$ cat src/design/dgb_pkg.sv
// dgb_pkg: shared types, codes and defaults for the distance gesture button.
// No dependencies; every other file in the design imports it.
`timescale 1ns / 1ps

package dgb_pkg;

  // Field and register widths
  localparam int unsigned DIST_W     = 16;
  localparam int unsigned CFG_DATA_W = 16;
  localparam int unsigned CFG_IDX_W  = 3;

  // Defaults for top-level parameters
  localparam int unsigned WINDOW_DEF      = 10;
  localparam int unsigned QUEUE_DEPTH_DEF = 2;

  // Register reset values
  localparam logic [CFG_DATA_W-1:0] SHORT_LIMIT_RST     = 16'd96;
  localparam logic [CFG_DATA_W-1:0] LONG_LIMIT_RST      = 16'd320;
  localparam logic [CFG_DATA_W-1:0] HYSTERESIS_STEP_RST = 16'd16;
  localparam logic [CFG_DATA_W-1:0] IDLE_THRESHOLD_RST  = 16'd3;
  localparam logic [CFG_DATA_W-1:0] VALID_LIMIT_RST     = 16'd640;

  // Register indexes
  typedef enum logic [CFG_IDX_W-1:0] {
    CFG_SHORT_LIMIT     = 3'd0,
    CFG_LONG_LIMIT      = 3'd1,
    CFG_HYSTERESIS_STEP = 3'd2,
    CFG_IDLE_THRESHOLD  = 3'd3,
    CFG_VALID_LIMIT     = 3'd4
  } cfg_idx_e;

  // Gesture classes
  typedef enum logic [1:0] {
    GEST_NONE  = 2'd0,
    GEST_SHORT = 2'd1,
    GEST_LONG  = 2'd2
  } gesture_e;

  // Press events
  typedef enum logic [2:0] {
    EV_NONE          = 3'd0,
    EV_SHORT_PRESS   = 3'd1,
    EV_LONG_PRESS    = 3'd2,
    EV_SHORT_TO_LONG = 3'd3,
    EV_SHORT_RELEASE = 3'd4,
    EV_LONG_TO_SHORT = 3'd5,
    EV_LONG_RELEASE  = 3'd6
  } event_e;

  // Configuration register file contents
  typedef struct packed {
    logic [CFG_DATA_W-1:0] short_limit;
    logic [CFG_DATA_W-1:0] long_limit;
    logic [CFG_DATA_W-1:0] hysteresis_step;
    logic [CFG_DATA_W-1:0] idle_threshold;
    logic [CFG_DATA_W-1:0] valid_limit;
  } cfg_t;

  // Input item
  typedef struct packed {
    logic              reading_ok;
    logic [DIST_W-1:0] distance;
  } in_item_t;

  // Result item
  typedef struct packed {
    logic [DIST_W-1:0] average_distance;
    gesture_e          gesture;
    event_e            event_res;
    logic              active;
    logic              in_range;
  } out_item_t;

  // Queue entry: sample already tested against the valid limit
  typedef struct packed {
    logic              in_range;
    logic [DIST_W-1:0] distance;
  } q_item_t;

  // Control that travels with the window sum into the divide stage
  typedef struct packed {
    logic valid;
    logic present;
    logic in_range;
  } stage_ctl_t;

endpackage

$ cat src/design/dgb_front.sv
// dgb_front: input handshake, in-range test and the short item queue.
// Depends on dgb_pkg.
`timescale 1ns / 1ps

module dgb_front #(
  parameter int unsigned QUEUE_DEPTH = dgb_pkg::QUEUE_DEPTH_DEF
) (
  input  logic                            clk_i,
  input  logic                            rst_ni,
  input  logic                            in_valid_i,
  output logic                            in_ready_o,
  input  dgb_pkg::in_item_t               in_item_i,
  input  logic [dgb_pkg::CFG_DATA_W-1:0]  valid_limit_i,
  input  logic                            pop_i,
  output logic                            q_valid_o,
  output dgb_pkg::q_item_t                q_item_o
);
  import dgb_pkg::*;

  localparam int unsigned PTR_W = $clog2(QUEUE_DEPTH);
  localparam int unsigned CNT_W = $clog2(QUEUE_DEPTH + 1);
  localparam logic [PTR_W-1:0] LAST_PTR = PTR_W'(QUEUE_DEPTH - 1);
  localparam logic [CNT_W-1:0] FULL_CNT = CNT_W'(QUEUE_DEPTH);

  q_item_t          mem_q [QUEUE_DEPTH];
  logic [PTR_W-1:0] wr_ptr_q, wr_ptr_d;
  logic [PTR_W-1:0] rd_ptr_q, rd_ptr_d;
  logic [CNT_W-1:0] count_q, count_d;
  logic             push;
  q_item_t          push_item;

  // Sample is in range when the sensor delivered it and it is below the limit
  assign push_item.in_range = in_item_i.reading_ok && (in_item_i.distance < valid_limit_i);
  assign push_item.distance = in_item_i.distance;

  assign in_ready_o = (count_q != FULL_CNT);
  assign push       = in_valid_i && in_ready_o;
  assign q_valid_o  = (count_q != '0);
  assign q_item_o   = mem_q[rd_ptr_q];

  // Pointer and fill count update
  always_comb begin
    wr_ptr_d = wr_ptr_q;
    rd_ptr_d = rd_ptr_q;
    count_d  = count_q;
    if (push) begin
      wr_ptr_d = (wr_ptr_q == LAST_PTR) ? '0 : wr_ptr_q + 1'b1;
    end
    if (pop_i) begin
      rd_ptr_d = (rd_ptr_q == LAST_PTR) ? '0 : rd_ptr_q + 1'b1;
    end
    if (push && !pop_i) begin
      count_d = count_q + 1'b1;
    end else if (pop_i && !push) begin
      count_d = count_q - 1'b1;
    end
  end

  always_ff @(posedge clk_i or negedge rst_ni) begin
    if (!rst_ni) begin
      wr_ptr_q <= '0;
      rd_ptr_q <= '0;
      count_q  <= '0;
    end else begin
      wr_ptr_q <= wr_ptr_d;
      rd_ptr_q <= rd_ptr_d;
      count_q  <= count_d;
    end
  end

  // Queue storage, no reset needed
  always_ff @(posedge clk_i) begin
    if (push) begin
      mem_q[wr_ptr_q] <= push_item;
    end
  end

  // Fill count never passes the depth
  a_count_bound: assert property (@(posedge clk_i) disable iff (!rst_ni)
    count_q <= FULL_CNT)
    else $error("queue fill count above depth");

endmodule

$ cat src/design/dgb_window.sv
// dgb_window: averaging window store, running sum and hand-present tracking.
// Depends on dgb_pkg.
`timescale 1ns / 1ps

module dgb_window #(
  parameter int unsigned WINDOW = dgb_pkg::WINDOW_DEF,
  localparam int unsigned SUM_W = dgb_pkg::DIST_W + $clog2(WINDOW)
) (
  input  logic                            clk_i,
  input  logic                            rst_ni,
  input  logic                            advance_i,
  input  logic                            q_valid_i,
  input  dgb_pkg::q_item_t                q_item_i,
  input  logic [dgb_pkg::CFG_DATA_W-1:0]  idle_threshold_i,
  output logic                            pop_o,
  output dgb_pkg::stage_ctl_t             ctl_o,
  output logic [SUM_W-1:0]                sum_o
);
  import dgb_pkg::*;

  localparam int unsigned SLOT_W = $clog2(WINDOW);
  localparam logic [SLOT_W-1:0] LAST_SLOT = SLOT_W'(WINDOW - 1);
  localparam logic [DIST_W-1:0] IDLE_MAX  = '1;

  logic [DIST_W-1:0] store_q [WINDOW];
  logic [SUM_W-1:0]  sum_q, sum_d;
  logic [SLOT_W-1:0] slot_q, slot_d;
  logic              present_q, present_d;
  logic [DIST_W-1:0] idle_q, idle_d;
  logic              valid_q;
  logic              in_range_q;
  logic              do_fill, do_push;
  logic [DIST_W-1:0] fill_val;

  assign pop_o = advance_i && q_valid_i;

  // Window update for one item
  always_comb begin
    sum_d     = sum_q;
    slot_d    = slot_q;
    present_d = present_q;
    idle_d    = idle_q;
    do_fill   = 1'b0;
    do_push   = 1'b0;
    fill_val  = q_item_i.distance;
    if (q_item_i.in_range) begin
      if (present_q) begin
        do_push = 1'b1;
        sum_d   = sum_q - SUM_W'(store_q[slot_q]) + SUM_W'(q_item_i.distance);
        slot_d  = (slot_q == LAST_SLOT) ? '0 : slot_q + 1'b1;
      end else begin
        do_fill = 1'b1;
        sum_d   = SUM_W'(q_item_i.distance) * SUM_W'(WINDOW);
      end
      idle_d    = '0;
      present_d = 1'b1;
    end else if (present_q) begin
      // Out-of-range run, saturating
      idle_d = (idle_q != IDLE_MAX) ? idle_q + 1'b1 : idle_q;
      if (idle_d >= idle_threshold_i) begin
        do_fill   = 1'b1;
        fill_val  = '0;
        sum_d     = '0;
        present_d = 1'b0;
      end
    end
  end

  // Window state
  always_ff @(posedge clk_i or negedge rst_ni) begin
    if (!rst_ni) begin
      for (int i = 0; i < WINDOW; i++) begin
        store_q[i] <= '0;
      end
      sum_q     <= '0;
      slot_q    <= '0;
      present_q <= 1'b0;
      idle_q    <= '0;
    end else if (pop_o) begin
      for (int i = 0; i < WINDOW; i++) begin
        if (do_fill || (do_push && (slot_q == SLOT_W'(i)))) begin
          store_q[i] <= fill_val;
        end
      end
      sum_q     <= sum_d;
      slot_q    <= slot_d;
      present_q <= present_d;
      idle_q    <= idle_d;
    end
  end

  // Stage valid and the in-range flag of the item now in the sum
  always_ff @(posedge clk_i or negedge rst_ni) begin
    if (!rst_ni) begin
      valid_q    <= 1'b0;
      in_range_q <= 1'b0;
    end else if (advance_i) begin
      valid_q    <= pop_o;
      in_range_q <= q_item_i.in_range;
    end
  end

  assign ctl_o.valid    = valid_q;
  assign ctl_o.present  = present_q;
  assign ctl_o.in_range = in_range_q;
  assign sum_o          = sum_q;

  // Next slot stays inside the window
  a_slot_bound: assert property (@(posedge clk_i) disable iff (!rst_ni)
    slot_q <= LAST_SLOT)
    else $error("write slot outside window");

  // An idle block holds an all-zero window
  a_idle_zero: assert property (@(posedge clk_i) disable iff (!rst_ni)
    !present_q |-> (sum_q == '0))
    else $error("window sum nonzero while idle");

endmodule

$ cat src/design/dgb_classify.sv
// dgb_classify: window average by reciprocal multiply, gesture class with
// hysteresis, press state machine and the result register. Depends on dgb_pkg.
`timescale 1ns / 1ps

module dgb_classify #(
  parameter int unsigned WINDOW = dgb_pkg::WINDOW_DEF,
  localparam int unsigned SUM_W = dgb_pkg::DIST_W + $clog2(WINDOW)
) (
  input  logic                 clk_i,
  input  logic                 rst_ni,
  input  dgb_pkg::cfg_t        cfg_i,
  input  dgb_pkg::stage_ctl_t  ctl_i,
  input  logic [SUM_W-1:0]     sum_i,
  output logic                 advance_o,
  output logic                 out_valid_o,
  input  logic                 out_ready_i,
  output dgb_pkg::out_item_t   out_item_o
);
  import dgb_pkg::*;

  // Reciprocal of the window size: estimate is exact or one low
  localparam int unsigned SHIFT  = SUM_W;
  localparam int unsigned PROD_W = SUM_W + SHIFT + 1;
  localparam logic [SHIFT:0] RECIP = (SHIFT + 1)'((64'd1 << SHIFT) / WINDOW);
  localparam logic [SUM_W-1:0] WIN_SUM = SUM_W'(WINDOW);
  localparam int unsigned CMP_W = DIST_W + 2;

  typedef enum logic [1:0] {
    PS_RELEASED = 2'd0,
    PS_SHORT    = 2'd1,
    PS_LONG     = 2'd2
  } press_e;

  // Divide stage registers
  logic [PROD_W-1:0] prod;
  logic              valid2_q;
  logic              present2_q;
  logic              in_range2_q;
  logic [SUM_W-1:0]  sum2_q;
  logic [SUM_W-1:0]  quot_q;

  // Result stage signals
  logic [SUM_W-1:0]        rem;
  logic [SUM_W-1:0]        quot_fix;
  logic [DIST_W-1:0]       avg;
  logic signed [CMP_W-1:0] avg_s, lo_s, hi_s;
  gesture_e                gest;
  event_e                  ev;
  press_e                  press_q, press_d;
  logic [DIST_W-1:0]       widen_q, widen_d;
  logic                    out_valid_q;
  out_item_t               out_item_q;

  assign advance_o = !out_valid_q || out_ready_i;

  // Quotient estimate
  assign prod = PROD_W'(sum_i) * PROD_W'(RECIP);

  always_ff @(posedge clk_i or negedge rst_ni) begin
    if (!rst_ni) begin
      valid2_q <= 1'b0;
    end else if (advance_o) begin
      valid2_q <= ctl_i.valid;
    end
  end

  always_ff @(posedge clk_i) begin
    if (advance_o) begin
      present2_q  <= ctl_i.present;
      in_range2_q <= ctl_i.in_range;
      sum2_q      <= sum_i;
      quot_q      <= prod[SHIFT +: SUM_W];
    end
  end

  // One correction step gives the truncated average
  assign rem      = sum2_q - quot_q * WIN_SUM;
  assign quot_fix = quot_q + SUM_W'(rem >= WIN_SUM);
  assign avg      = quot_fix[DIST_W-1:0];

  // Class limits, low limit may go negative
  assign avg_s = $signed({2'b00, avg});
  assign lo_s  = $signed({2'b00, cfg_i.short_limit}) - $signed({2'b00, widen_q});
  assign hi_s  = $signed({2'b00, cfg_i.long_limit}) + $signed({2'b00, widen_q});

  always_comb begin
    if ((avg_s > 0) && (avg_s < lo_s)) begin
      gest    = GEST_SHORT;
      widen_d = '0;
    end else if ((lo_s < avg_s) && (avg_s < hi_s)) begin
      gest    = GEST_LONG;
      widen_d = cfg_i.hysteresis_step;
    end else begin
      gest    = GEST_NONE;
      widen_d = '0;
    end
  end

  // Press transitions
  always_comb begin
    press_d = press_q;
    ev      = EV_NONE;
    unique case (press_q)
      PS_SHORT: begin
        unique case (gest)
          GEST_SHORT: ev = EV_NONE;
          GEST_LONG: begin
            press_d = PS_LONG;
            ev      = EV_SHORT_TO_LONG;
          end
          default: begin
            press_d = PS_RELEASED;
            ev      = EV_SHORT_RELEASE;
          end
        endcase
      end
      PS_LONG: begin
        unique case (gest)
          GEST_SHORT: begin
            press_d = PS_SHORT;
            ev      = EV_LONG_TO_SHORT;
          end
          GEST_LONG: ev = EV_NONE;
          default: begin
            press_d = PS_RELEASED;
            ev      = EV_LONG_RELEASE;
          end
        endcase
      end
      default: begin
        unique case (gest)
          GEST_SHORT: begin
            press_d = PS_SHORT;
            ev      = EV_SHORT_PRESS;
          end
          GEST_LONG: begin
            press_d = PS_LONG;
            ev      = EV_LONG_PRESS;
          end
          default: begin
            press_d = PS_RELEASED;
            ev      = EV_NONE;
          end
        endcase
      end
    endcase
  end

  // Press state, widening and the result register
  always_ff @(posedge clk_i or negedge rst_ni) begin
    if (!rst_ni) begin
      press_q     <= PS_RELEASED;
      widen_q     <= '0;
      out_valid_q <= 1'b0;
      out_item_q  <= '0;
    end else if (advance_o) begin
      out_valid_q <= valid2_q;
      if (valid2_q) begin
        press_q                     <= press_d;
        widen_q                     <= widen_d;
        out_item_q.average_distance <= avg;
        out_item_q.gesture          <= gest;
        out_item_q.event_res        <= ev;
        out_item_q.active           <= present2_q;
        out_item_q.in_range         <= in_range2_q;
      end
    end
  end

  assign out_valid_o = out_valid_q;
  assign out_item_o  = out_item_q;

  // A short press event always carries the short gesture
  a_press_gesture: assert property (@(posedge clk_i) disable iff (!rst_ni)
    out_valid_q && (out_item_q.event_res == EV_SHORT_PRESS)
    |-> (out_item_q.gesture == GEST_SHORT))
    else $error("short press without short gesture");

  // No gesture means no event or a release
  a_none_release: assert property (@(posedge clk_i) disable iff (!rst_ni)
    out_valid_q && (out_item_q.gesture == GEST_NONE)
    |-> ((out_item_q.event_res == EV_NONE) || (out_item_q.event_res == EV_SHORT_RELEASE)
         || (out_item_q.event_res == EV_LONG_RELEASE)))
    else $error("bad event with no gesture");

endmodule

$ cat src/design/distance_gesture_button.sv
// distance_gesture_button: top level with the register file, the front queue
// and the back pipeline. Depends on dgb_pkg, dgb_front, dgb_window, dgb_classify.
//
//   Port group    Dir   Handshake           Payload
//   in            in    in_valid/in_ready   in_item_i  (reading_ok, distance)
//   out           out   out_valid/out_ready out_item_o (average, gesture, event, flags)
//   cfg           in    cfg_we_i only       cfg_idx_i, cfg_data_i
//
// One item per cycle while the output is not stalled; an accepted item is registered in
// turn by the queue, window update, reciprocal multiply and classify-and-result stages.
// Window sum and press state loop through one register each, so neither slows the rate.
// Reset clears the window, state and registers to their defaults at once.
// A stalled output freezes the back pipeline; the queue keeps taking items until full.
`timescale 1ns / 1ps

module distance_gesture_button #(
  parameter int unsigned WINDOW      = dgb_pkg::WINDOW_DEF,
  parameter int unsigned QUEUE_DEPTH = dgb_pkg::QUEUE_DEPTH_DEF
) (
  input  logic                            clk_i,
  input  logic                            rst_ni,
  input  logic                            cfg_we_i,
  input  logic [dgb_pkg::CFG_IDX_W-1:0]   cfg_idx_i,
  input  logic [dgb_pkg::CFG_DATA_W-1:0]  cfg_data_i,
  input  logic                            in_valid_i,
  output logic                            in_ready_o,
  input  dgb_pkg::in_item_t               in_item_i,
  output logic                            out_valid_o,
  input  logic                            out_ready_i,
  output dgb_pkg::out_item_t              out_item_o
);
  import dgb_pkg::*;

  localparam int unsigned SUM_W = DIST_W + $clog2(WINDOW);

  cfg_t             cfg_q;
  logic             pop;
  logic             q_valid;
  q_item_t          q_item;
  logic             advance;
  stage_ctl_t       win_ctl;
  logic [SUM_W-1:0] win_sum;

  // Configuration registers, unknown indexes ignored
  always_ff @(posedge clk_i or negedge rst_ni) begin
    if (!rst_ni) begin
      cfg_q.short_limit     <= SHORT_LIMIT_RST;
      cfg_q.long_limit      <= LONG_LIMIT_RST;
      cfg_q.hysteresis_step <= HYSTERESIS_STEP_RST;
      cfg_q.idle_threshold  <= IDLE_THRESHOLD_RST;
      cfg_q.valid_limit     <= VALID_LIMIT_RST;
    end else if (cfg_we_i) begin
      unique case (cfg_idx_i)
        CFG_SHORT_LIMIT:     cfg_q.short_limit     <= cfg_data_i;
        CFG_LONG_LIMIT:      cfg_q.long_limit      <= cfg_data_i;
        CFG_HYSTERESIS_STEP: cfg_q.hysteresis_step <= cfg_data_i;
        CFG_IDLE_THRESHOLD:  cfg_q.idle_threshold  <= cfg_data_i;
        CFG_VALID_LIMIT:     cfg_q.valid_limit     <= cfg_data_i;
        default: ;
      endcase
    end
  end

  // Front: in-range test and queue
  dgb_front #(
    .QUEUE_DEPTH(QUEUE_DEPTH)
  ) u_front (
    .clk_i        (clk_i),
    .rst_ni       (rst_ni),
    .in_valid_i   (in_valid_i),
    .in_ready_o   (in_ready_o),
    .in_item_i    (in_item_i),
    .valid_limit_i(cfg_q.valid_limit),
    .pop_i        (pop),
    .q_valid_o    (q_valid),
    .q_item_o     (q_item)
  );

  // Back: window update
  dgb_window #(
    .WINDOW(WINDOW)
  ) u_window (
    .clk_i           (clk_i),
    .rst_ni          (rst_ni),
    .advance_i       (advance),
    .q_valid_i       (q_valid),
    .q_item_i        (q_item),
    .idle_threshold_i(cfg_q.idle_threshold),
    .pop_o           (pop),
    .ctl_o           (win_ctl),
    .sum_o           (win_sum)
  );

  // Back: average, class and press events
  dgb_classify #(
    .WINDOW(WINDOW)
  ) u_classify (
    .clk_i      (clk_i),
    .rst_ni     (rst_ni),
    .cfg_i      (cfg_q),
    .ctl_i      (win_ctl),
    .sum_i      (win_sum),
    .advance_o  (advance),
    .out_valid_o(out_valid_o),
    .out_ready_i(out_ready_i),
    .out_item_o (out_item_o)
  );

endmodule
$ cat config.mk
export PLATFORM = sky130hd
export DESIGN_NAME = distance_gesture_button
export DESIGN_NICKNAME = d
export VERILOG_FILES = /design/src/design/dgb_pkg.sv /design/src/design/dgb_front.sv /design/src/design/dgb_window.sv /design/src/design/dgb_classify.sv /design/src/design/distance_gesture_button.sv
export SDC_FILE = /design/constraint.sdc
export NUM_CORES = 1
export LEC_CHECK = 0
export ABC_CLOCK_PERIOD_IN_PS = 18700
export BUFFER_PORTS_ARGS = -buffer_cell sky130_fd_sc_hd__buf_2
export CORE_ASPECT_RATIO = 2
export CORE_MARGIN = 4
export CORE_UTILIZATION = 35
export CTS_BUF_LIST = sky130_fd_sc_hd__clkbuf_4 sky130_fd_sc_hd__clkbuf_8
export CTS_CLUSTER_DIAMETER = 120
export DETAILED_ROUTE_END_ITERATION = 12
export HOLD_SLACK_MARGIN = 0.1
export PLACE_DENSITY_LB_ADDON = 0.15
export SLEW_MARGIN = 10
export SYNTH_ARGS = -nofsm -noshare
export SYNTH_HDL_FRONTEND = slang
export SYNTH_SLANG_ARGS = --single-unit
$ cat constraint.sdc
create_clock -name clk_i -period 18.7 [get_ports clk_i]
set_input_delay 0 -clock clk_i [delete_from_list [all_inputs] [get_ports clk_i]]
set_output_delay 0 -clock clk_i [all_outputs]
set_load 0.005 [all_outputs]
### Yosys cells after proc, flatten, opt, wreduce, memory -nomap -nowiden

Memory sizes are Yosys's and may differ from the RTL's.
Cells that the tools add are included.

| storage, ports and cells | value |
|---|---|
| bits in registers | 369 |
| bits in writable memories | 34 |
| word-level logic and storage cells | 181 |
| memories kept | 1 |

| operators by class | value |
|---|---|
| add/subtract/negate cells | 12 |
| multipliers | 3 |
| order comparisons | 8 |
| equal/unequal tests | 21 |
| multiplexer cells | 41 |
| bitwise logic cells | 1 |
| reduce and logical (&&, ||, !) cells | 57 |

Memories:

| name | depth | bits a word | read ports | clocked after Yosys merged registers in | wr ports | RTL line | text |
|---|---|---|---|---|---|---|---|
| u_front.mem_q | 2 | 17 | 1 | 0 | 1 | dgb_front.sv:25 | `q_item_t mem_q [QUEUE_DEPTH];` |

Operator list:

| cell | number |
|---|---|
| $mux W16 | 10 |
| $mux W20 | 4 |
| $bmux W16 S4 | 1 |
| $mul A20 B17 Y37 const B | 1 |
| $lt A17 B18 Y1 | 2 |
| $reduce_and A2 Y1 | 17 |
| $add A20 B16 Y20 | 1 |
| $ge A20 B4 Y1 const B | 1 |
| $pmux W2 S2 | 5 |
| $sub A20 B16 Y20 | 1 |
| $sub A20 B20 Y20 | 1 |
| $mul A16 B3 Y19 const B | 1 |
| $mul A17 B3 Y19 const B | 1 |
| $lt A18 B17 Y1 | 1 |
| $pmux W3 S2 | 3 |
| $add A16 B16 Y17 | 1 |
| $logic_and A1 B1 Y1 | 17 |
| $sub A16 B16 Y17 | 1 |
| $add A16 B1 Y16 | 1 |
| $add A16 B1 Y16 const B | 1 |
| $eq A4 B3 Y1 const B | 4 |
| $ge A16 B16 Y1 | 1 |
| $gt A16 B1 Y1 const B | 1 |
| $lt A16 B16 Y1 | 1 |
| 26 further kinds | 65 |

### Longest topological paths before layout

Gate-level depths: netlist (run 1).

| depth | value |
|---|---|
| word-level depth | 11 |
| gate-level depth with buffers | 39 |

### Cells and area by module

From an unflattened synthesis (run 1), not the netlist that was laid out.

| unflattened totals | value |
|---|---|
| cells, all modules | 2,833 |
| area, all modules | 29,241.8 um^2 |

Modules (own cells, without submodules):

| module | times used | cells an instance | area an instance (um^2) |
|---|---|---|---|
| dgb_classify | 1 | 1,298 | 12,221.7 |
| dgb_window | 1 | 1,237 | 12,140.4 |
| distance_gesture_button | 1 | 173 | 3,061.7 |
| dgb_front | 1 | 125 | 1,818.0 |

### Least setup slack after synthesis (run 1)

OpenSTA, ideal clock, no wires.

| timing | value |
|---|---|
| path kind | reg2reg |
| start point | reg u_classify.quot_q[3] |
| end point | reg u_classify.press_q[0] |
| setup time | 118 ps |
| arrival time | 7,264 ps |
| data required time | 18,582 ps |
| slack | 11,317 ps |
| cell stages (with the launch flop) | 35 |
| cells stage by stage | edfxtp_1 > ha_1 > ha_1 > fa_1 > a21o_1 > a21oi_1 > o21bai_1 > a21oi_1 > o21bai_1 > a21oi_1 > nor2_1 > o21a_1 > o41ai_1 > a211oi_1 > ha_1 > nand2_1 > nand2_1 > o21ai_0 > o21a_1 > a2111oi_0 > a31oi_1 > nor3_1 > nand4_1 > ha_1 > ha_1 > xnor2_2 > nor2b_1 > maj3_2 > maj3_2 > or3_1 > a41oi_1 > a21oi_1 > o311ai_4 > o221ai_1 > a21o_1 |

| on the way | value |
|---|---|
| longest elaborated chain between the ends | 11 |
| elaborated cells between the ends (all ways) | 20 |
| those cells by class | add/sub (2); mul (1); order compare (5); eq/ne (4); mux (5); reduce/logical (3) |

Ends and longest elaborated chain:

| item | RTL line | text |
|---|---|---|
| start: declaration | dgb_classify.sv:40 | `logic [SUM_W-1:0] quot_q;` |
| start signal: assignment | dgb_classify.sv:72 | `quot_q <= prod[SHIFT +: SUM_W];` |
| $mul A17 B3 Y19 | dgb_classify.sv:77 | `assign rem = sum2_q - quot_q * WIN_SUM;` |
| $sub A20 B20 Y20 | dgb_classify.sv:77 |  |
| $ge A20 B4 Y1 | dgb_classify.sv:78 | `assign quot_fix = quot_q + SUM_W'(rem >= WIN_SUM);` |
| $add A16 B1 Y16 (*) | dgb_classify.sv:78 |  |
| $lt A18 B17 Y1 / $lt A17 B18 Y1 (equally long branches) | dgb_classify.sv:90 | `end else if ((lo_s < avg_s) && (avg_s < hi_s)) begin` |
| $logic_and A1 B1 Y1 | dgb_classify.sv:90 |  |
| $mux W2 | dgb_classify.sv:90 |  |
| $mux W2 (*) | dgb_classify.sv:87 | `if ((avg_s > 0) && (avg_s < lo_s)) begin` |
| $eq A2 B2 Y1 / $eq A2 B1 Y1 (equally long branches) | dgb_classify.sv:118, dgb_classify.sv:131, dgb_classify.sv:105 |  |
| $pmux W2 S2 (tied with other cells) | dgb_classify.sv:131 | `unique case (gest)` |
| $pmux W2 S2 / $reduce_and A4 Y1 (equally long branches) | -- |  |
| end signal: assignment | dgb_classify.sv:159 | `press_q <= press_d;` |
| end: declaration | dgb_classify.sv:49 | `press_e press_q, press_d;` |

Mark *: on every way between the ends. The rest lies on a longest branch, timed or not. The select of a mux whose other input is x is not followed.
A chain may end at the register's enable or synchronous reset.

### Final worst setup path (run 1)

| timing | value |
|---|---|
| start point | reg u_classify.quot_q[3] |
| end point | reg u_classify.widen_q[6] |

| on the way | value |
|---|---|
| longest elaborated chain between the ends | 8 |
| elaborated cells between the ends (all ways) | 12 |
| those cells by class | add/sub (2); mul (1); order compare (5); mux (2); reduce/logical (2) |

Ends and longest elaborated chain:

| item | RTL line | text |
|---|---|---|
| $mul A17 B3 Y19 | dgb_classify.sv:77 |  |
| $sub A20 B20 Y20 | dgb_classify.sv:77 |  |
| $ge A20 B4 Y1 | dgb_classify.sv:78 |  |
| $add A16 B1 Y16 (*) | dgb_classify.sv:78 |  |
| $lt A18 B17 Y1 / $lt A17 B18 Y1 (equally long branches) | dgb_classify.sv:90 |  |
| $logic_and A1 B1 Y1 | dgb_classify.sv:90 |  |
| $mux W16 | dgb_classify.sv:90 |  |
| $mux W16 (*) | dgb_classify.sv:87 |  |
| end signal: assignment | dgb_classify.sv:160 | `widen_q <= widen_d;` |
| end: declaration | dgb_classify.sv:50 | `logic [DIST_W-1:0] widen_q, widen_d;` |

Mark *: on every way between the ends. The rest lies on a longest branch, timed or not.

==> reports/metrics.yaml, run 1 <==
yosys:
  synth.avg_cell_area_um2: 10.8
  synth_top_cell_area_share_pct: 27.4
  ys_ff_latch: 402
  syn-instance-count: 2709
  async_flop_share_pct: 82.1
  synthesis.area_um2: 29300
  yosys-top-cells-area: "dfrtp_1 27%, ha_1 14%, mux2_2 9.3%"
  ys.flop_type: "dfrtp_1"
  yosysUniqueCellTypes: 96
  synth_edf_count: 72
  ys_warn_count: 0
  netlist.top_cell.by_area: "dfrtp_1"
  ys_seq_area_share_pct: 35.6
  synthesis.nets: 3199
timing:
  fmax_ghz: 0.116
  skew_ps: 51.3
  fin_crit_sh_pct: 46.3
  tns_ps: 0
  period_needed_ps: 8660
  setup_viol: 0
  tightest_slew_ps: 1120
  max_slew_margin_pct: 25.2
  final_max_slew_viol_count: 0
  rsz0062_at_grt: "false"
  hold_viol_final: 0
floorplanning:
  coreArea_um2: 82800
  die_x_um: 213
  fp-row-count: 149
  start_util_pct: 35.4
  fp.dieArea_um2: 88700
  num_io_pins: 66
  die_y_um: 417
min_path:
  hold_class: "input pin to register"
  min_from: "cfg_data_i[9]"
critical_path:
  critPathBufInv: 1
  cpMaxStageDelayCell: "o311ai_4"
  crit_family: "compound AO/OA/AOI/OAI gates"
  critical_path_required_ps: 19270
  slowest_delay_ps: 540
  path_class: "register to register"
  endpoint_kind: "register"
  cp.arrival_ps: 9230
  cp-startpoint: "u_classify.quot_q[3]"
  start_kind: "register"
  rr_startpoint: "u_classify.quot_q[3]"
  crit_path_frequent_cell: "ha_1"
  critPathMaxFanout: 13
route:
  wirelength_um: 86100
  dr.first_iter.drc_count: 923
  vias: 20800
  post_drt_wl_per_cell_um: 21.6
  ant_nets: 0
  vias_per_cell: 5.22
  drtPass1Iterations: 6
  drcViolationCount: 0
outcome:
  status: "finished clean"
clock_tree:
  post-cts-setup-buffer-count: 0
  clk_path_buf_depth: 3
  numCtsBuffers: 68
  clock-sinks: 402
  cts_resized: 0
  clock_latency_ps: 720
  ctsHtreeMaxLevel: 3
  clkTransAtPathRegs_ps: 60
  cts-hold-fix-buffers: 66
  cts_root_buf: "clkbuf_8"
  cts_tree: "yes"
placed_design:
  dp_hpwl_um: 67800
  globalplace.congestion: 0.946
  portBuffers: 65
layout:
  nNetsFinal: 3360
  layout-drive-gt1-share_pct: 18.6
  seq_area_um2: 10400
  nFillCells: 8105
  area_delta_synth_final_pct: 13.0
  multiInputGateArea_um2: 17300
global_route:
  grt_max_degree: 149
  grt_overflow: 0
  antenna_found_initial: 3
  grt_pass1_vias: 22900
  grt_use_total_pct: 19.7
  grt_pass1_wl_um: 133000
run:
  drv_cap: 0
[registers in the layout, indices dropped and copies added, names as in the netlist, 2 cells and up]
| name | count |
|---|---|
| u_window.idle_q | 16 |
| u_window.sum_o | 20 |
| u_classify.quot_q | 17 |
| u_classify.sum2_q | 19 |
| u_classify.press_q | 2 |
| u_classify.out_item_o | 23 |
| u_classify.widen_q | 16 |
| u_window.slot_q | 4 |
| cfg_q | 80 |
| u_front.count_q | 2 |
| u_front.mem_q | 34 |
| u_window.store_q | 160 |
[Yosys cell counts (all sizes together) (14+ instances only)]
cell type,count
mux2i,24
a21oi,102
dfrtp,321
nand2,193
o22ai,21
edfxtp,72
or3,14
nor2b,22
fa,129
nor2,120
a21o,47
a22oi,19
ha,320
clkbuf,41
nand4,15
nor3,50
nand3,40
buf,25
o21a,23
xnor2,77
o31ai,17
o21ai,122
nand2b,28
mux4,32
mux2,243
xor2,49
a211oi,23
inv,341
[kinds of logic after synthesis]
| family | after synthesis | share of synthesized area, % |
|---|---|---|
| simple gates | 539 | 8.74 |
| mux | 299 | 12.6 |
| fa+ha+maj | 454 | 22.7 |
| flops | 402 | 35.6 |
| xor+xnor | 128 | 4.00 |
| buf+inv | 407 | 5.44 |
| compound gates | 480 | 11.0 |
[cell usage in the layout, fill, tap and decap left out, types with 8 or more instances in the layout]
cell type,count
a21o_1,47
o31ai_1,15
a22o_1,13
fa_1,129
and3_1,8
a22oi_1,19
or2_2,8
a31oi_1,9
o21bai_1,11
clkbuf_4,19
a211oi_1,23
mux2i_1,24
edfxtp_1,72
buf_2,64
buf_4,25
o21ai_0,115
nand2b_1,26
nand3_1,40
mux4_2,32
xor2_1,47
nand2_1,193
nor2_1,118
dfstp_2,9
nand4_1,14
o22ai_1,21
or3_1,14
a21oi_1,100
ha_1,320
clkbuf_8,86
inv_1,340
nor2b_1,22
dlygate4sd3_1,65
xnor2_1,76
dfrtp_1,320
o21a_1,23
and2_1,12
mux2_2,242
nor3_1,47
[per-layer routing]
layer / GRT usage, % / routed length, µm
met1: 19.5 / 29800
met5: 0 / 13
met2: 37.7 / 47600
met3: 2.41 / 2370
met4: 12.7 / 6400
[area by class of cell]
cell class	count	area share (%)
Antenna cell	2	0.0151
Clock buffer	105	4.00
Clock inverter	20	0.623
Sequential cell	402	31.5
Timing Repair Buffer	157	3.69
Multi-Input combinational cell	1900	52.3
Inverter	341	3.87
Tap cell	1057	3.99
[worst register-to-register path, delay by kind of cell, from the launching register on]
kind / cells / cell delay [ps]
DFF: 1 / 530
xor gates and xnor gates: 1 / 340
and+or+nand+nor: 8 / 1210
AOI/OAI and AO/OA: 17 / 3630
adders and majority gates: 8 / 2460
buffers and inverters: 1 / 330
[worst paths after layout]
kind / endpoint / slack, ps / cells past startpoint
setup reg to reg: u_classify.widen_q[6] / 10040 / 35
hold reg to reg: u_classify.in_range2_q / 470 / 0
max in group asynchronous: u_window.store_q[13] / 17230 / 4
setup / recovery: u_classify.widen_q[6] / 10040 / 35
min in group asynchronous: cfg_q[56] / 430 / 3
hold / removal: cfg_q[9] / 200 / 4
[metrics by stage]
stage               util [%]  cell area [µm²]  cells  setup slack, ps  hold WS [ps]
global placement        37.3            30900   3791            10000           104
finish                  40.0            33100   3984            10040           197
global route            40.0            33100   3983             9090           159
floorplan                  -            29300   2709            11320          -296
CTS                     40.0            33100   3982             9950           121
detailed placement      37.3            30900   3791             9950           121
Power of run 1 is not shown: default switching activity piles up to over one toggle a cycle in this logic, so the estimate is an artifact.
==> run 2, diff against run 1 <==
--- a/config.mk
+++ b/config.mk
@@ -5,7 +5,8 @@
 export SDC_FILE = /design/constraint.sdc
 export NUM_CORES = 1
 export LEC_CHECK = 0
-export ABC_CLOCK_PERIOD_IN_PS = 18700
+export ABC_AREA = 1
+export ABC_CLOCK_PERIOD_IN_PS = 8800
 export BUFFER_PORTS_ARGS = -buffer_cell sky130_fd_sc_hd__buf_2
 export CORE_ASPECT_RATIO = 2
 export CORE_MARGIN = 4
==> constraint.sdc (replaced) <==
create_clock -name clk_i -period 8.8 [get_ports clk_i]
set_input_delay 0 -clock clk_i [delete_from_list [all_inputs] [get_ports clk_i]]
set_output_delay 0 -clock clk_i [all_outputs]
set_load 0.005 [all_outputs]
==> reports/metrics.yaml, run 2 <==
global_route:
  grt-busiest-layer: "met2"
  grtUsageMet3_pct: 2.18  # -0.24 points
  grt_pass1_wl_um: 147000  # +10%
  grt_overflow: 0  # unchanged
  grt_use_total_pct: 20.9  # +1.2 points
  use_met2_pct: 42.1  # +4.4 points
  grt_pass1_vias: 25900  # +13%
  antenna_found_initial: 1  # -2
  grt_max_degree: 108  # -28%
  met1_usage_pct: 20.7  # +1.2 points
floorplanning:
  die_x_um: 215  # +0.90%
  coreArea_um2: 84600  # +2.3%
  start_util_pct: 35.3  # -0.13 points
  fp-row-count: 151  # +1.3%
  fp.dieArea_um2: 90300  # +1.8%
  num_io_pins: 66  # unchanged
  die_y_um: 421  # +0.92%
placed_design:
  globalplace.congestion: 0.894  # -5.6%
  portBuffers: 65  # unchanged
  dp_hpwl_um: 74000  # +9.2%
yosys:
  synthesis.nets: 4113  # +29%
  yosys-top-cells-area: "dfrtp_1 27%, ha_1 13%, nand2_1 9.6%"
  ys_warn_count: 0  # unchanged
  synth.most_common_cell: "nand2_1"
  synth_top_cell_area_share_pct: 26.9  # -0.51 points
  synthTopCellsByCount: "765 x nand2_1, 596 x inv_1, 380 x o21ai_0, 321 x dfrtp_1, 320 x ha_1"
  synthesis.area_um2: 29900  # +1.9%
  yosysUniqueCellTypes: 57  # -41%
  ys.flop_type: "dfrtp_1"
  syn-instance-count: 3623  # +34%
  ys_seq_area_share_pct: 34.9  # -0.66 points
  synth_edf_count: 72  # unchanged
  netlist.top_cell.by_area: "dfrtp_1"
  ys_ff_latch: 402  # unchanged
  synth.avg_cell_area_um2: 8.24  # -24%
  async_flop_share_pct: 82.1  # unchanged
critical_path:
  cp.arrival_ps: 7890  # -1340 ps
  critPathMaxFanout: 16  # +3
  cpMaxStageDelayCell: "edfxtp_1"
  crit_path_frequent_cell: "nand2_1"
  crit_family: "simple AND/OR/NAND/NOR gates"
  path_class: "register to register"
  critical_path_required_ps: 9450  # -9820 ps
  slowest_delay_ps: 550  # about the same
  start_kind: "register"
  critPathBufInv: 4  # +3
  endpoint_kind: "register"
route:
  dr.first_iter.drc_count: 1203  # +30%
  vias_per_cell: 5.04  # -3.5%
  drcViolationCount: 0  # unchanged
  ant_nets: 0  # unchanged
  post_drt_wl_per_cell_um: 19.4  # -10%
  wirelength_um: 94900  # +10%
  vias: 24600  # +18%
  drtPass1Iterations: 8  # +2
layout:
  reg_top3: "u_window.store_q (160), cfg_q (80), u_front.mem_q (34)"
  nNetsFinal: 4253  # +27%
  post-route-util_pct: 39.4  # -0.57 points
  final_cell_mix: "765 x nand2_1, 596 x inv_1, 373 x o21ai_0, 321 x dfrtp_1, 320 x ha_1"
  final_common_cell: "nand2_1"
  area_delta_synth_final_pct: 11.8
  multiInputGateArea_um2: 16800  # -3.0%
  nFillCells: 8809  # +8.7%
  seq_area_um2: 10400  # about the same
  largest-register: "u_window.store_q"
  layout-drive-gt1-share_pct: 8.27  # -10 points
  largest_register_ffs: 160  # unchanged
clock_tree:
  clock_latency_ps: 740  # +20 ps
  ctsHtreeMaxLevel: 2  # -1
  cts_tree: "yes"
  clkTransAtPathRegs_ps: 80  # +20 ps
  cts_root_buf: "clkbuf_8"
  cts-hold-fix-buffers: 61  # -7.6%
  post-cts-setup-buffer-count: 0  # unchanged
  clk_path_buf_depth: 3  # unchanged
  clock-sinks: 402  # unchanged
  cts_resized: 0  # unchanged
  numCtsBuffers: 59  # -13%
run:
  drv_cap: 0  # unchanged
timing:
  tns_ps: 0  # unchanged
  tightest_slew_ps: 1150  # +32.7 ps
  max_slew_margin_pct: 22.5  # -2.6 points
  final_max_slew_viol_count: 0  # unchanged
  fin_crit_sh_pct: 82.4  # +36 points
  skew_ps: 43.2  # -8.03 ps
  period_needed_ps: 7250  # -1410 ps
  rsz0062_at_grt: "false"
  hold_viol_final: 0  # unchanged
  setup_viol: 0  # unchanged
  fmax_ghz: 0.138  # +19%
  whs_ps: 167  # -30.1 ps
min_path:
  hold_class: "input pin to register"
outcome:
  status: "finished clean"
-- run 2: tightest hold or removal path: cells and delay by family --
family                 cells  cell delay (ps)
buffers and inverters      3              710
AOI/OAI and AO/OA          1              160
-- run 2: cell families (layout without fill, tap and decap cells) --
family / Yosys count / after routing / synth area share (%)
DFF: 402 / 402 / 34.9
buffers and inverters: 696 / 883 / 8.87
xor gates and xnor gates: 85 / 85 / 2.54
other: 0 / 1 / 0
and+or+nand+nor: 1273 / 1273 / 18.1
adders and majority gates: 449 / 449 / 22.1
AOI/OAI and AO/OA: 718 / 718 / 13.5
-- run 2: layout make-up --
class                      instances  share of cell area, %
clock buffer                      85                   3.11
timing repair buffer             167                   3.81
antenna                            1                0.00750
inverter                         608                   6.84
multi-input combinational       2525                   50.3
clock inverter                    23                  0.633
tap                             1071                   4.01
sequential                       402                   31.3
-- run 2: routing by layer --
metal | vias up | routed length, µm
met5 | - | 0
met4 | 0 | 5440
met3 | 208 | 2400
met2 | 453 | 53800
met1 | 11800 | 33300
li1 | 12200 | -
-- run 2: path summary, 6_finish.rpt --
kind                                        startpoint                  endpoint  slack, ps  cells after the start
worst max-delay path              u_classify.quot_q[3]     u_classify.widen_q[1]       1550                     45
worst min-delay path                     cfg_data_i[7]                 cfg_q[71]        170                      4
worst max register to register    u_classify.quot_q[3]     u_classify.widen_q[1]       1550                     45
worst min register to register  u_classify.in_range2_q  u_classify.out_item_o[0]        440                      2
max in group asynchronous                       rst_ni      u_window.store_q[37]       7050                      5
min in group asynchronous                       rst_ni                 cfg_q[56]        380                      3
-- run 2: per-stage QoR --
stage	cells	area, µm²	setup slack [ps]
global placement	4712	31500	1590
CTS	4881	33400	1570
finish	4882	33400	1550
detailed placement	4712	31500	1540
floorplan	3623	29900	2610
global route	4882	33400	860
Power of run 2 is left out for the same reason.
